`config.mk`:
```
export PLATFORM = sky130hd
export DESIGN_NAME = npps_cell
export DESIGN_NICKNAME = d
export VERILOG_FILES = /design/src/rtl/core/npps_pkg.sv /design/src/rtl/core/npps_cell.sv
export SDC_FILE = /design/constraint.sdc
export NUM_CORES = 1
export LEC_CHECK = 0
export BUFFER_PORTS_ARGS = -buffer_cell sky130_fd_sc_hd__buf_2
export CAP_MARGIN = 30
export CORE_MARGIN = 4
export CORE_UTILIZATION = 40
export CTS_BUF_LIST = sky130_fd_sc_hd__clkbuf_4 sky130_fd_sc_hd__clkbuf_8
export CTS_CLUSTER_DIAMETER = 30
export DETAILED_ROUTE_END_ITERATION = 10
export PLACE_DENSITY = 0.77
export SYNTH_ARGS = -nofsm -noshare
export SYNTH_HDL_FRONTEND = slang
export SYNTH_SLANG_ARGS = --single-unit
```
`constraint.sdc`:
```
create_clock -name clk -period 2.2 [get_ports clk]
set_input_delay 0.44 -clock clk [delete_from_list [all_inputs] [get_ports clk]]
set_output_delay 0.44 -clock clk [all_outputs]
set_load 0.01 [all_outputs]
```
`src/rtl/core/npps_pkg.sv`:
```
// ----------------------------------------------------------------------------
// npps_pkg: shared types and constants for the priority scheduler
// Field widths, register indexes, controller states and the structs that
// travel along the row of process cells.
// ----------------------------------------------------------------------------
package npps_pkg;

	localparam int MAX_PROCS_DEF = 64;

	// widest index and count that the allowed MAX_PROCS range needs
	localparam int IDX_MAX_W = 8;
	localparam int CNT_MAX_W = 9;

	localparam int SLOT_W    = 6;
	localparam int ARR_W     = 8;
	localparam int RUN_W     = 8;
	localparam int PRIO_W    = 4;
	localparam int REM_W     = 10;
	localparam int WAIT_W    = 12;
	localparam int TICK_W    = 16;
	localparam int TURN_W    = 16;
	localparam int PC_W      = 7;
	localparam int CFG_IDX_W = 1;
	localparam int CFG_DAT_W = 16;

	localparam logic [REM_W-1:0]  TICK_UNITS     = REM_W'(16);
	localparam logic [WAIT_W-1:0] WAIT_MAX       = '1;
	localparam logic [TICK_W-1:0] TICK_MAX       = '1;
	localparam logic [PC_W-1:0]   PC_RESET       = PC_W'(50);
	localparam logic [TICK_W-1:0] END_TICK_RESET = TICK_W'(100);

	typedef enum logic {
		OP_LOAD = 1'b0,
		OP_TICK = 1'b1
	} opcode_t;

	typedef enum logic [CFG_IDX_W-1:0] {
		REG_PROCESS_COUNT = 1'b0,
		REG_END_TICK      = 1'b1
	} cfg_reg_t;

	typedef enum logic [2:0] {
		ST_IDLE,
		ST_SCAN1,
		ST_RUN,
		ST_SCAN2,
		ST_RESULT
	} state_t;

	// broadcast from the controller to every cell
	typedef struct packed {
		logic                 load_en;
		logic [SLOT_W-1:0]    load_slot;
		logic [ARR_W-1:0]     load_arrival;
		logic [RUN_W-1:0]     load_run;
		logic [PRIO_W-1:0]    load_prio;
		logic                 run_en;
		logic [IDX_MAX_W-1:0] cur;
		logic [TICK_W-1:0]    now;
		logic [CNT_MAX_W-1:0] n;
	} cell_cmd_t;

	// selection record handed from cell to cell during a scan
	typedef struct packed {
		logic                 valid;
		logic                 any_ok;
		logic [IDX_MAX_W-1:0] first_idx;
		logic                 arr_ok;
		logic [IDX_MAX_W-1:0] best_idx;
		logic [PRIO_W-1:0]    best_prio;
		logic [REM_W-1:0]     best_rem;
		logic [WAIT_W-1:0]    best_wait;
		logic [RUN_W-1:0]     best_run;
		logic                 cur_ok;
		logic                 cur_arr;
		logic [REM_W-1:0]     cur_rem;
		logic [WAIT_W-1:0]    cur_wait;
		logic [RUN_W-1:0]     cur_run;
	} scan_tok_t;

endpackage

```
`src/rtl/core/npps_cell.sv`:
```
// ----------------------------------------------------------------------------
// npps_cell: one process table entry
// Holds arrival, run length, remaining time, priority, wait and finished
// mark of one slot, applies loads and tick updates, and folds itself into
// the selection record passing down the row.
// ----------------------------------------------------------------------------
module npps_cell #(
	parameter int INDEX = 0
) (
	input  logic                  clk,
	input  logic                  arst_n,
	input  npps_pkg::cell_cmd_t   cmd,
	input  npps_pkg::scan_tok_t   tok_in,
	output npps_pkg::scan_tok_t   tok_out,
	output logic                  pend
);
	import npps_pkg::*;

	logic [ARR_W-1:0]  arrival_q;
	logic [RUN_W-1:0]  runlen_q;
	logic [REM_W-1:0]  rem_q;
	logic [PRIO_W-1:0] prio_q;
	logic [WAIT_W-1:0] wait_q;
	logic              fin_q;

	scan_tok_t tok_pay_q;
	logic      tok_vld_q;
	scan_tok_t tok_nxt;

	logic in_range;
	logic arrived;
	logic is_cur;
	logic live;
	logic load_hit;

	assign in_range = 32'(cmd.n) > INDEX;
	assign arrived  = TICK_W'(arrival_q) < cmd.now;
	assign is_cur   = cmd.cur == IDX_MAX_W'(INDEX);
	assign live     = in_range && !fin_q;
	assign load_hit = cmd.load_en && (32'(cmd.load_slot) == INDEX);
	assign pend     = live;

	always_comb begin
		tok_nxt = tok_in;
		if (live) begin
			if (!tok_in.any_ok) begin
				tok_nxt.any_ok    = 1'b1;
				tok_nxt.first_idx = IDX_MAX_W'(INDEX);
			end
			// strict compare keeps the earlier slot on a tie
			if (arrived && (!tok_in.arr_ok || prio_q < tok_in.best_prio)) begin
				tok_nxt.arr_ok    = 1'b1;
				tok_nxt.best_idx  = IDX_MAX_W'(INDEX);
				tok_nxt.best_prio = prio_q;
				tok_nxt.best_rem  = rem_q;
				tok_nxt.best_wait = wait_q;
				tok_nxt.best_run  = runlen_q;
			end
			if (is_cur) begin
				tok_nxt.cur_ok   = 1'b1;
				tok_nxt.cur_arr  = arrived;
				tok_nxt.cur_rem  = rem_q;
				tok_nxt.cur_wait = wait_q;
				tok_nxt.cur_run  = runlen_q;
			end
		end
	end

	always_ff @(posedge clk or negedge arst_n) begin
		if (!arst_n) begin
			tok_vld_q <= 1'b0;
		end else begin
			tok_vld_q <= tok_in.valid;
		end
	end

	always_ff @(posedge clk) begin
		if (tok_in.valid) begin
			tok_pay_q <= tok_nxt;
		end
	end

	always_comb begin
		tok_out       = tok_pay_q;
		tok_out.valid = tok_vld_q;
	end

	always_ff @(posedge clk) begin
		if (load_hit) begin
			arrival_q <= cmd.load_arrival;
			runlen_q  <= cmd.load_run;
			rem_q     <= REM_W'(cmd.load_run);
			prio_q    <= cmd.load_prio;
		end else if (cmd.run_en && live && is_cur) begin
			if (rem_q <= TICK_UNITS) begin
				rem_q <= '0;
			end else begin
				rem_q <= rem_q - TICK_UNITS;
			end
		end
	end

	always_ff @(posedge clk or negedge arst_n) begin
		if (!arst_n) begin
			wait_q <= '0;
			fin_q  <= 1'b0;
		end else if (load_hit) begin
			wait_q <= '0;
			fin_q  <= 1'b0;
		end else if (cmd.run_en && live) begin
			if (is_cur) begin
				if (rem_q <= TICK_UNITS) begin
					fin_q <= 1'b1;
				end
			end else if (arrived && wait_q != WAIT_MAX) begin
				wait_q <= wait_q + WAIT_W'(1);
			end
		end
	end

endmodule

```
==> impl_metrics.py, run 1 <==
metrics = {
    "status": {
        "status": "completed",
    },
    "synthesis": {
        "syn_nets": 603,
        "synth_area_leaders": "edfxtp_1 58%, mux2_4 7.7%, nand2_1 6.5%, dfrtp_1 6.0%, ha_1 2.8%",
        "syn_avg_cell_area_um2": 13.2,
        "synthCells": 442,
        "seq_area_frac_synth_pct": 64.3,
        "synth_edf_count": 112,
        "yosys.cell_types.count": 52,
        "synth_top_cell_area_share_pct": 57.6,
        "yosys.area.top_type": "edfxtp_1",
        "ys_ff_latch": 128,
        "synth_ff_type": "edfxtp_1",
        "ys_warn_count": 0,
        "synth-async-reset-ratio_pct": 10.9,
        "syn-cell-area_mm2": 0.00584,
    },
    "clock_tree": {
        "numCtsBuffers": 17,
        "cts_sinks": 128,
        "tritoncts": "done",
        "clkLatencyLatePin_ns": 0.43,
        "htreeDepth": 4,
        "cts_max_path_buffers": 2,
        "clockRootBuffer": "clkbuf_8",
        "path_clk_slew_ns": 0.07,
    },
    "sta": {
        "rsz0062_at_grt": "yes",
        "setup_viol": 0,
        "holdWs_ns": 0.179,
        "slew_viol_final": 0,
        "period_share_pct": 99.3,
        "fin_skew_ns": 0.00754,
        "relSlewSlack_pct": 61.6,
        "hold_viol_final": 0,
        "period_minus_slack_ns": 2.18,
        "fin_ws_ns": 0.0153,
        "max_freq_mhz": 458,
        "max_slew.worst_pin.slew_ns": 0.571,
    },
    "pwr": {
        "power.density_mw_per_mm2": 751,
        "p_leak_uw": 0.00364,
        "peakVddDrop_mv": 0.287,
    },
    "placed_design": {
        "dp_slack_ns": -0.311,
        "placedCellCount": 864,
        "port_buffers": 233,
        "dp_hpwl_um": 11200,
        "place_congestion": 0.811,
    },
    "global_routing": {
        "first_global_vias": 4536,
        "grt_max_degree": 86,
        "grtUsageTotal_pct": 18.0,
        "antenna_found_initial": 0,
        "grt_first_pass_wirelength_um": 22700,
        "overflow": 0,
    },
    "worst_hold_path": {
        "hold_start": "cmd[49]",
        "hold_class": "in2reg",
        "hold_depth": 1,
        "holdPathEnd": "arrival_q[3]",
    },
    "setup_path": {
        "cp.arrival_ns": 2.38,
        "path_class": "reg2reg",
        "required_ns": 2.39,
        "rr_startpoint": "arrival_q[1]",
        "crit_path_max_fanout": 5,
        "start_kind": "flip-flop",
        "reg2reg_depth": 8,
        "end_kind": "flip-flop",
        "reg2reg_slack_ns": 0.02,
        "reg2reg_to": "tok_out[46]",
    },
    "cells_and_area": {
        "layout.nets": 871,
        "num_antenna_cells": 0,
        "layout_common_cells": "232 x buf_2, 112 x edfxtp_1, 101 x nand2_1, 34 x mux2_4, 24 x buf_4",
        "final_common_cell": "buf_2",
        "drive_gt1_share_pct": 47.9,
        "stdcell_count": 902,
        "area_delta_synth_final_pct": 36.6,
    },
    "die": {
        "chipWidth_um": 129,
        "row_count": 43,
        "coreArea_mm2": 0.0141,
        "io_pins": 234,
        "initial_core_util_pct": 41.4,
        "die_area_mm2": 0.0166,
        "die_h_um": 129,
    },
    "route": {
        "wl_per_cell_um": 16.9,
        "routed_wl_um": 15300,
        "vias_per_cell": 4.94,
        "ant_nets": 0,
        "drtPass1Iterations": 4,
        "drc": 0,
        "drt-initial-drc-count": 210,
        "num_vias": 4454,
    },
    "flow_run": {
        "drv_cap": 0,
    },
}
==> what timing repair did <==
| item | 4_1_cts | 5_1_grt |
|---|---|---|
| hold endpoints to repair | 14 | 0 |
| pin swaps | 2 | 6 |
| endpoints found under the setup margin | 35 | 41 |
| hold buffers | 1 | 0 |
| gates cloned | 2 | 0 |
| gates resized for setup | 14 | 3 |
| buffers inserted | 6 | 0 |
==> layout make-up <==
cell class              instances  area [um^2]
clock buffers                  19          249
multi-input cells             282         2000
flip-flops and latches        128         3750
fillers                      1183         6120
repair buffers                265         1520
well taps                     180          225
inverters                      16         60.1
clock inverters                12          168
==> cell families after synthesis <==
group                      count (synthesis)  share of synthesized area (%)
AOI/OAI and AO/OA                         44                           5.38
xor gates and xnor gates                   6                          0.900
adders and majority gates                 13                           2.79
buffers and inverters                     32                           3.11
DFF                                      128                           64.3
muxes                                     35                           8.66
and+or+nand+nor                          184                           14.9
==> layer usage <==
metal | up-vias | wire length, um | global-route usage [%]
met4 | 0 | 238 | 6.86
met3 | 16 | 1110 | 4.73
met5 | - | 0 | 0
met2 | 170 | 7830 | 30.8
met1 | 2135 | 6070 | 21.9
li1 | 2133 | - | -
==> worst max-delay path, stage by stage, from the launching register on <==
cell	delay [ns]
edfxtp_1	0.39
ha_1	0.33
a2111oi_4	0.31
o21ai_2	0.13
nand2_4	0.08
nand3_4	0.10
buf_12	0.17
buf_16	0.14
mux2_4	0.30
==> cells in the mapped netlist (8+ instances only) <==
cell type	instances
nor2b_1	10
dfrtp_1	14
o21ai_0	14
ha_1	13
mux2_4	30
inv_1	16
clkbuf_1	10
nor2_1	21
nand2_1	101
edfxtp_1	112
and2_1	8
and3_1	10
==> sequential cells by signal, summed over array words and instances, names as in the netlist <==
name       count
runlen_q       8
arrival_q      8
prio_q         4
wait_q        12
tok_vld_q      1
rem_q         10
fin_q          1
tok_out       84
==> metrics by stage <==
stage	instance area [um^2]	total power (uW)	setup TNS (ns)	utilization, %
after floorplan	5850	3480	-5.64	-
after global placement	7380	3830	-9.26	52.3
after detailed placement	7380	3880	-11.02	52.3
after CTS	7980	6060	-0.247	56.6
after global routing	7970	6260	-1.48	56.6
final	7970	5990	0	56.6
==> how the worst max path moves through the flow <==
stage / startpoint / end
2_1_floorplan: cmd[21] / tok_out[34]
3_3_place_gp: cmd[21] / tok_out[32]
3_5_place_dp: cmd[21] / tok_out[32]
4_1_cts: arrival_q[7] / tok_out[40]
5_1_grt: arrival_q[6] / tok_out[48]
6_report: arrival_q[1] / tok_out[46]
==> power breakdown <==
part	switching [uW]	internal [uW]	total (uW)	leakage, uW
Combinational	410	452	862	0.00216
Sequential	134	2860	2990	0.00127
Clock	893	1240	2130	0.000210
No activity file was read; power rests on OpenSTA's default activity.
==> inputs of run 2 (changes only) <==
Settings changed: ABC_AREA set to 1, PLACE_DENSITY 0.77 to 0.76.
==> run 2 against run 1 <==
Combinational power up 2.9%; setup slack better by 0.17 ns; first-iteration DRC count increased by 66%; clock power shrank 12%; non-clock buffer count is 11 lower; synthesized cell count increased by 38%; critical endpoint is now pend; highest routed layer is now met5.
==> impl_metrics.py, run 2 <==
metrics = {
    "status": {
        "status": "completed",
    },
    "setup_path": {
        "timing.critical_path.mode_cell": "buf_2",
        "cpMaxStageDelayCell": "nand2_1",
        "cp.arrival_ns": 1.57,
        "end_kind": "primary output",
        "required_ns": 1.76,
        "path_class": "in2out",
        "start_kind": "input pin",
        "path_cells": "buf_2 -> nor3_1 -> nand3_1 -> nand2_1 -> inv_1 -> buf_4 -> buf_2",
        "crit_path_max_fanout": 16,
        "max_stage_delay_ns": 0.21,
    },
    "synthesis": {
        "yosys.area.top_type": "edfxtp_1",
        "syn_avg_cell_area_um2": 9.89,
        "syn_nets": 772,
        "synth_top_cells_by_count": "212 x nand2_1, 112 x edfxtp_1, 61 x inv_1",
        "synth.most_common_cell": "nand2_1",
        "yosys.cell_types.count": 32,
        "synth_edf_count": 112,
        "syn-cell-area_mm2": 0.00604,
        "synth_ff_type": "edfxtp_1",
        "synth_area_leaders": "edfxtp_1 56%, nand2_1 13%, dfrtp_1 5.8%, nand4_1 5.1%, inv_1 3.8%",
        "synthCells": 611,
        "seq_area_frac_synth_pct": 62.1,
        "synth-async-reset-ratio_pct": 10.9,
        "synth_top_cell_area_share_pct": 55.7,
        "ys_warn_count": 0,
        "ys_ff_latch": 128,
    },
    "route": {
        "routed_wl_um": 16300,
        "drc": 0,
        "wl_per_cell_um": 15.4,
        "wl_met2_um": 8050,
        "vias_per_cell": 4.89,
        "ant_nets": 0,
        "dr_wl_met3_um": 1260,
        "drt-initial-drc-count": 348,
        "wl_met1_um": 6550,
        "top_layer": "met5",
        "drtPass1Iterations": 5,
        "num_vias": 5152,
    },
    "sta": {
        "max_freq_mhz": 497,
        "fin_skew_ns": 0.00825,
        "relSlewSlack_pct": 75.2,
        "period_minus_slack_ns": 2.01,
        "period_share_pct": 91.4,
        "slew_viol_final": 0,
        "setup_viol": 0,
        "fin_ws_ns": 0.189,
        "max_slew.worst_pin.slew_ns": 0.371,
        "timing.setup.tns_ns": 0,
        "hold_viol_final": 0,
        "rsz0062_at_grt": "no",
    },
    "clock_tree": {
        "clockRootBuffer": "clkbuf_8",
        "path_clk_slew_ns": 0.07,
        "cts_sinks": 128,
        "post_cts_buffers": 0,
        "htreeDepth": 4,
        "cts_max_path_buffers": 2,
        "clkLatencyLatePin_ns": 0.44,
        "numCtsBuffers": 17,
        "tritoncts": "done",
    },
    "cells_and_area": {
        "layout.nets": 1015,
        "stdcell_count": 1053,
        "drive_gt1_share_pct": 33.5,
        "final_common_cell": "buf_2",
        "nFillCells": 1327,
        "layout_common_cells": "232 x buf_2, 212 x nand2_1, 112 x edfxtp_1, 61 x inv_1, 49 x nand4_1",
        "largest_reg_flops": 84,
        "final_area_mm2": 0.00787,
        "area_delta_synth_final_pct": 30.3,
    },
    "die": {
        "row_count": 44,
        "initial_core_util_pct": 41.3,
        "io_pins": 234,
        "die_h_um": 131,
        "chipWidth_um": 131,
        "coreArea_mm2": 0.0146,
        "die_area_mm2": 0.0171,
    },
    "pwr": {
        "power.density_mw_per_mm2": 726,
        "p_leak_uw": 0.00380,
        "peakVddDrop_mv": 0.426,
    },
    "global_routing": {
        "grtUsageTotal_pct": 19.1,
        "grt_first_pass_wirelength_um": 24600,
        "grt_max_degree": 42,
        "antenna_found_initial": 4,
        "first_global_vias": 4986,
        "overflow": 0,
    },
    "flow_run": {
        "drv_cap": 0,
    },
    "worst_hold_path": {
        "hold_class": "in2reg",
    },
    "placed_design": {
        "placedCellCount": 1018,
        "port_buffers": 233,
        "dp_slack_ns": 0.0993,
        "dp_hpwl_um": 12200,
        "place_congestion": 0.850,
        "place_area_mm2": 0.00749,
    },
}
## run 2: cell families (layout without fill, tap and decap cells)
| family | count (synthesis) | in the layout | share of synthesized area [%] |
|---|---|---|---|
| XOR/XNOR | 11 | 11 | 1.59 |
| buffers and inverters | 93 | 348 | 6.86 |
| other | 0 | 3 | 0 |
| AND/OR/NAND/NOR | 340 | 340 | 24.5 |
| AO/OA/AOI/OAI | 26 | 26 | 2.20 |
| adder cells (fa/ha/maj) | 13 | 13 | 2.69 |
| flip-flops | 128 | 128 | 62.1 |
## run 2: stage by stage
stage	total power, uW	util (%)	hold slack [ns]
6_report	5710	53.7	0.165
5_1_grt	5990	53.7	0.132
4_1_cts	5770	53.6	0.126
3_5_place_dp	3890	51.1	0.359
3_3_place_gp	3860	51.1	0.359
2_1_floorplan	3440	-	0.144
## run 2: timing repair
action                     CTS  global route
setup endpoints to repair    0            12
hold endpoints to repair    14             0
hold buffers                 1             0
gates resized for setup      0             1
## run 2: cell type report
class	instances	area, um^2	share of cell area, %
Inverter	63	236	3.01
Multi-Input combinational cell	390	1880	23.9
Sequential cell	128	3750	47.7
Timing Repair Buffer	254	1400	17.8
Tap cell	184	230	2.93
Clock inverter	14	125	1.59
Antenna cell	3	7.51	0.0954
Clock buffer	17	234	2.97
## run 2: per-layer routing
layer  global-route usage, %  vias to the layer above
li1                        -                     2530
met1                    23.2                     2345
met5                       0                        -
met4                    8.41                        2
met2                    32.0                      243
met3                    5.04                       32
## run 2: final timing paths
check                                  start      endpoint  slack, ns  cells past startpoint
worst max-delay path                  cmd[6]          pend       0.19                      7
worst min-delay path                 cmd[49]  arrival_q[3]       0.17                      1
worst max register to register  arrival_q[5]   tok_out[44]       0.27                     10
worst min register to register      rem_q[9]      rem_q[9]       0.54                      2
max in group asynchronous             arst_n     wait_q[2]       1.51                      2
min in group asynchronous             arst_n    wait_q[11]       0.43                      2
## run 2: critical path, delay by kind of cell
kind | cells | cell delay [ns]
AND/OR/NAND/NOR | 3 | 0.59
buffers and inverters | 4 | 0.53
## run 2: power by group
group / switching [uW] / internal (uW)
Combinational: 520 / 367
Clock: 907 / 972
Sequential: 92.0 / 2850
Total: 1520 / 4190
==> inputs of run 3 (changes only) <==
Settings changed: CORE_UTILIZATION 40 to 45, PLACE_DENSITY 0.76 to 0.84.
==> run 3 against run 2 <==
Non-clock buffer count grew 3; critical endpoint unchanged; sequential share of layout area down 0.14 points; combinational power up 2.3%; wire length is 1.4% lower; cell count is 0.57% lower; largest power group unchanged; global-route usage rose by 1.8 points; critical path depth fell by 1; core utilization up 6.1 points; via count is 1.5% higher; clock power increased by 9%.
==> impl_metrics.py, run 3 (synthesis results as in run 2) <==
metrics = {
    "sta": {
        "relSlewSlack_pct": 46.0,
        "period_share_pct": 94.3,
        "holdWs_ns": 0.178,
        "timing.setup.tns_ns": 0,
        "max_slew.worst_pin.slew_ns": 0.809,
        "period_minus_slack_ns": 2.07,
        "setup_viol": 0,
        "slew_viol_final": 0,
        "fin_skew_ns": 0.0104,
        "hold_viol_final": 0,
        "max_freq_mhz": 482,
    },
    "global_routing": {
        "first_global_vias": 5025,
        "grtUsageTotal_pct": 20.9,
        "antenna_found_initial": 2,
        "grt_max_degree": 37,
        "grt_first_pass_wirelength_um": 24300,
        "overflow": 0,
    },
    "die": {
        "row_count": 42,
        "io_pins": 234,
        "coreArea_mm2": 0.0132,
        "die_area_mm2": 0.0153,
        "initial_core_util_pct": 45.8,
        "chipWidth_um": 124,
        "die_h_um": 124,
    },
    "placed_design": {
        "port_buffers": 233,
        "place_congestion": 0.904,
        "dp_hpwl_um": 12000,
        "placedCellCount": 1013,
    },
    "pwr": {
        "peakVddDrop_mv": 0.336,
        "power.density_mw_per_mm2": 749,
        "p_leak_uw": 0.00383,
    },
    "flow_run": {
        "drv_cap": 0,
    },
    "route": {
        "wl_per_cell_um": 15.3,
        "drtPass1Iterations": 5,
        "vias_per_cell": 5.00,
        "num_vias": 5230,
        "drt-initial-drc-count": 428,
        "routed_wl_um": 16000,
        "ant_nets": 0,
        "drc": 0,
    },
    "cells_and_area": {
        "nFillCells": 1114,
        "layout.nets": 1018,
        "stdcell_count": 1047,
        "largest_reg_flops": 84,
        "finalCoreUtilization_pct": 59.8,
        "layout_common_cells": "232 x buf_2, 212 x nand2_1, 112 x edfxtp_1, 61 x inv_1, 49 x nand4_1",
        "area_delta_synth_final_pct": 30.6,
        "drive_gt1_share_pct": 34.4,
        "final_common_cell": "buf_2",
    },
    "setup_path": {
        "path_class": "reg2out",
        "required_ns": 1.76,
        "cpMaxStageDelayCell": "dfrtp_1",
        "cp.arrival_ns": 1.63,
        "crit_path_max_fanout": 16,
        "path_cells": "inv_1 -> nand2_1 -> buf_4 -> inv_1 -> buf_4 -> buf_2",
        "max_stage_delay_ns": 0.36,
        "start_kind": "flip-flop",
        "reg2reg_slack_ns": 0.20,
        "end_kind": "primary output",
    },
    "clock_tree": {
        "path_clk_slew_ns": 0.08,
        "tritoncts": "done",
        "post_cts_buffers": 0,
        "cts_sinks": 128,
        "cts_max_path_buffers": 2,
        "htreeDepth": 4,
        "numCtsBuffers": 17,
        "clkLatencyLatePin_ns": 0.43,
        "clockRootBuffer": "clkbuf_8",
    },
    "status": {
        "status": "completed",
    },
    "worst_hold_path": {
        "hold_class": "in2reg",
    },
}
==> run 3: cell types whose count changed in the layout (fill, tap and decap cells not counted), sizes merged <==
cell | before | now
buf | 253 | 256
bufinv | 2 | 3
clkbuf | 17 | 18
clkinv | 11 | 8
clkinvlp | 2 | 3
diode | 3 | 1
inv | 62 | 63
==> run 3: power by group <==
group	switching, uW	total, uW	leakage, uW	internal [uW]
Sequential	93.2	2950	0.00127	2850
Combinational	531	907	0.00235	375
Clock	925	2050	0.000200	1130
Total	1550	5910	0.00383	4360
==> run 3: final cells by class <==
class	instances	area, um^2	share of cell area [%]
sequential	128	3750	47.6
multi-input combinational	390	1880	23.8
timing repair buffer	257	1390	17.6
clock buffer	18	241	3.06
inverter	63	236	3.00
tap	176	220	2.79
clock inverter	14	166	2.11
antenna	1	2.50	0.0317
==> run 3: per-layer routing <==
| layer | global-route usage [%] | share of wire, % | vias up | wire length, um |
|---|---|---|---|---|
| li1 | - | - | 2539 | - |
| met4 | 10.9 | 3.7 | 2 | 589 |
| met1 | 23.6 | 38 | 2392 | 6030 |
| met5 | 0 | 0.081 | - | 13 |
| met3 | 6.31 | 8.6 | 50 | 1380 |
| met2 | 35.6 | 50 | 247 | 8020 |
==> run 3: critical path: cells and delay by family, from the launching register on <==
family | cells | cell delay (ns)
buffers and inverters | 5 | 0.75
and+or+nand+nor | 1 | 0.10
DFF | 1 | 0.36
==> run 3: timing repair <==
item,4_1_cts,5_1_grt
setup endpoints to repair,0,12
gates resized for setup,0,2
hold endpoints to repair,14,0
hold buffers,1,0
==> run 3: worst paths after layout <==
check,from,endpoint,cells after the start
max,fin_q,pend,6
min,cmd[52],arrival_q[6],1
max reg2reg,fin_q,tok_out[27],7
min reg2reg,rem_q[9],rem_q[9],2
max in group asynchronous,arst_n,wait_q[6],2
min in group asynchronous,arst_n,tok_vld_q,2
==> run 3: metrics by stage <==
stage / setup WS (ns) / power, uW / instance area (um^2)
after global placement: -0.220 / 3870 / 7460
after detailed placement: -0.258 / 3900 / 7460
after global routing: -0.0153 / 6200 / 7890
after CTS: 0.101 / 5940 / 7880
after floorplan: 0.340 / 3440 / 6040
final: 0.126 / 5910 / 7890
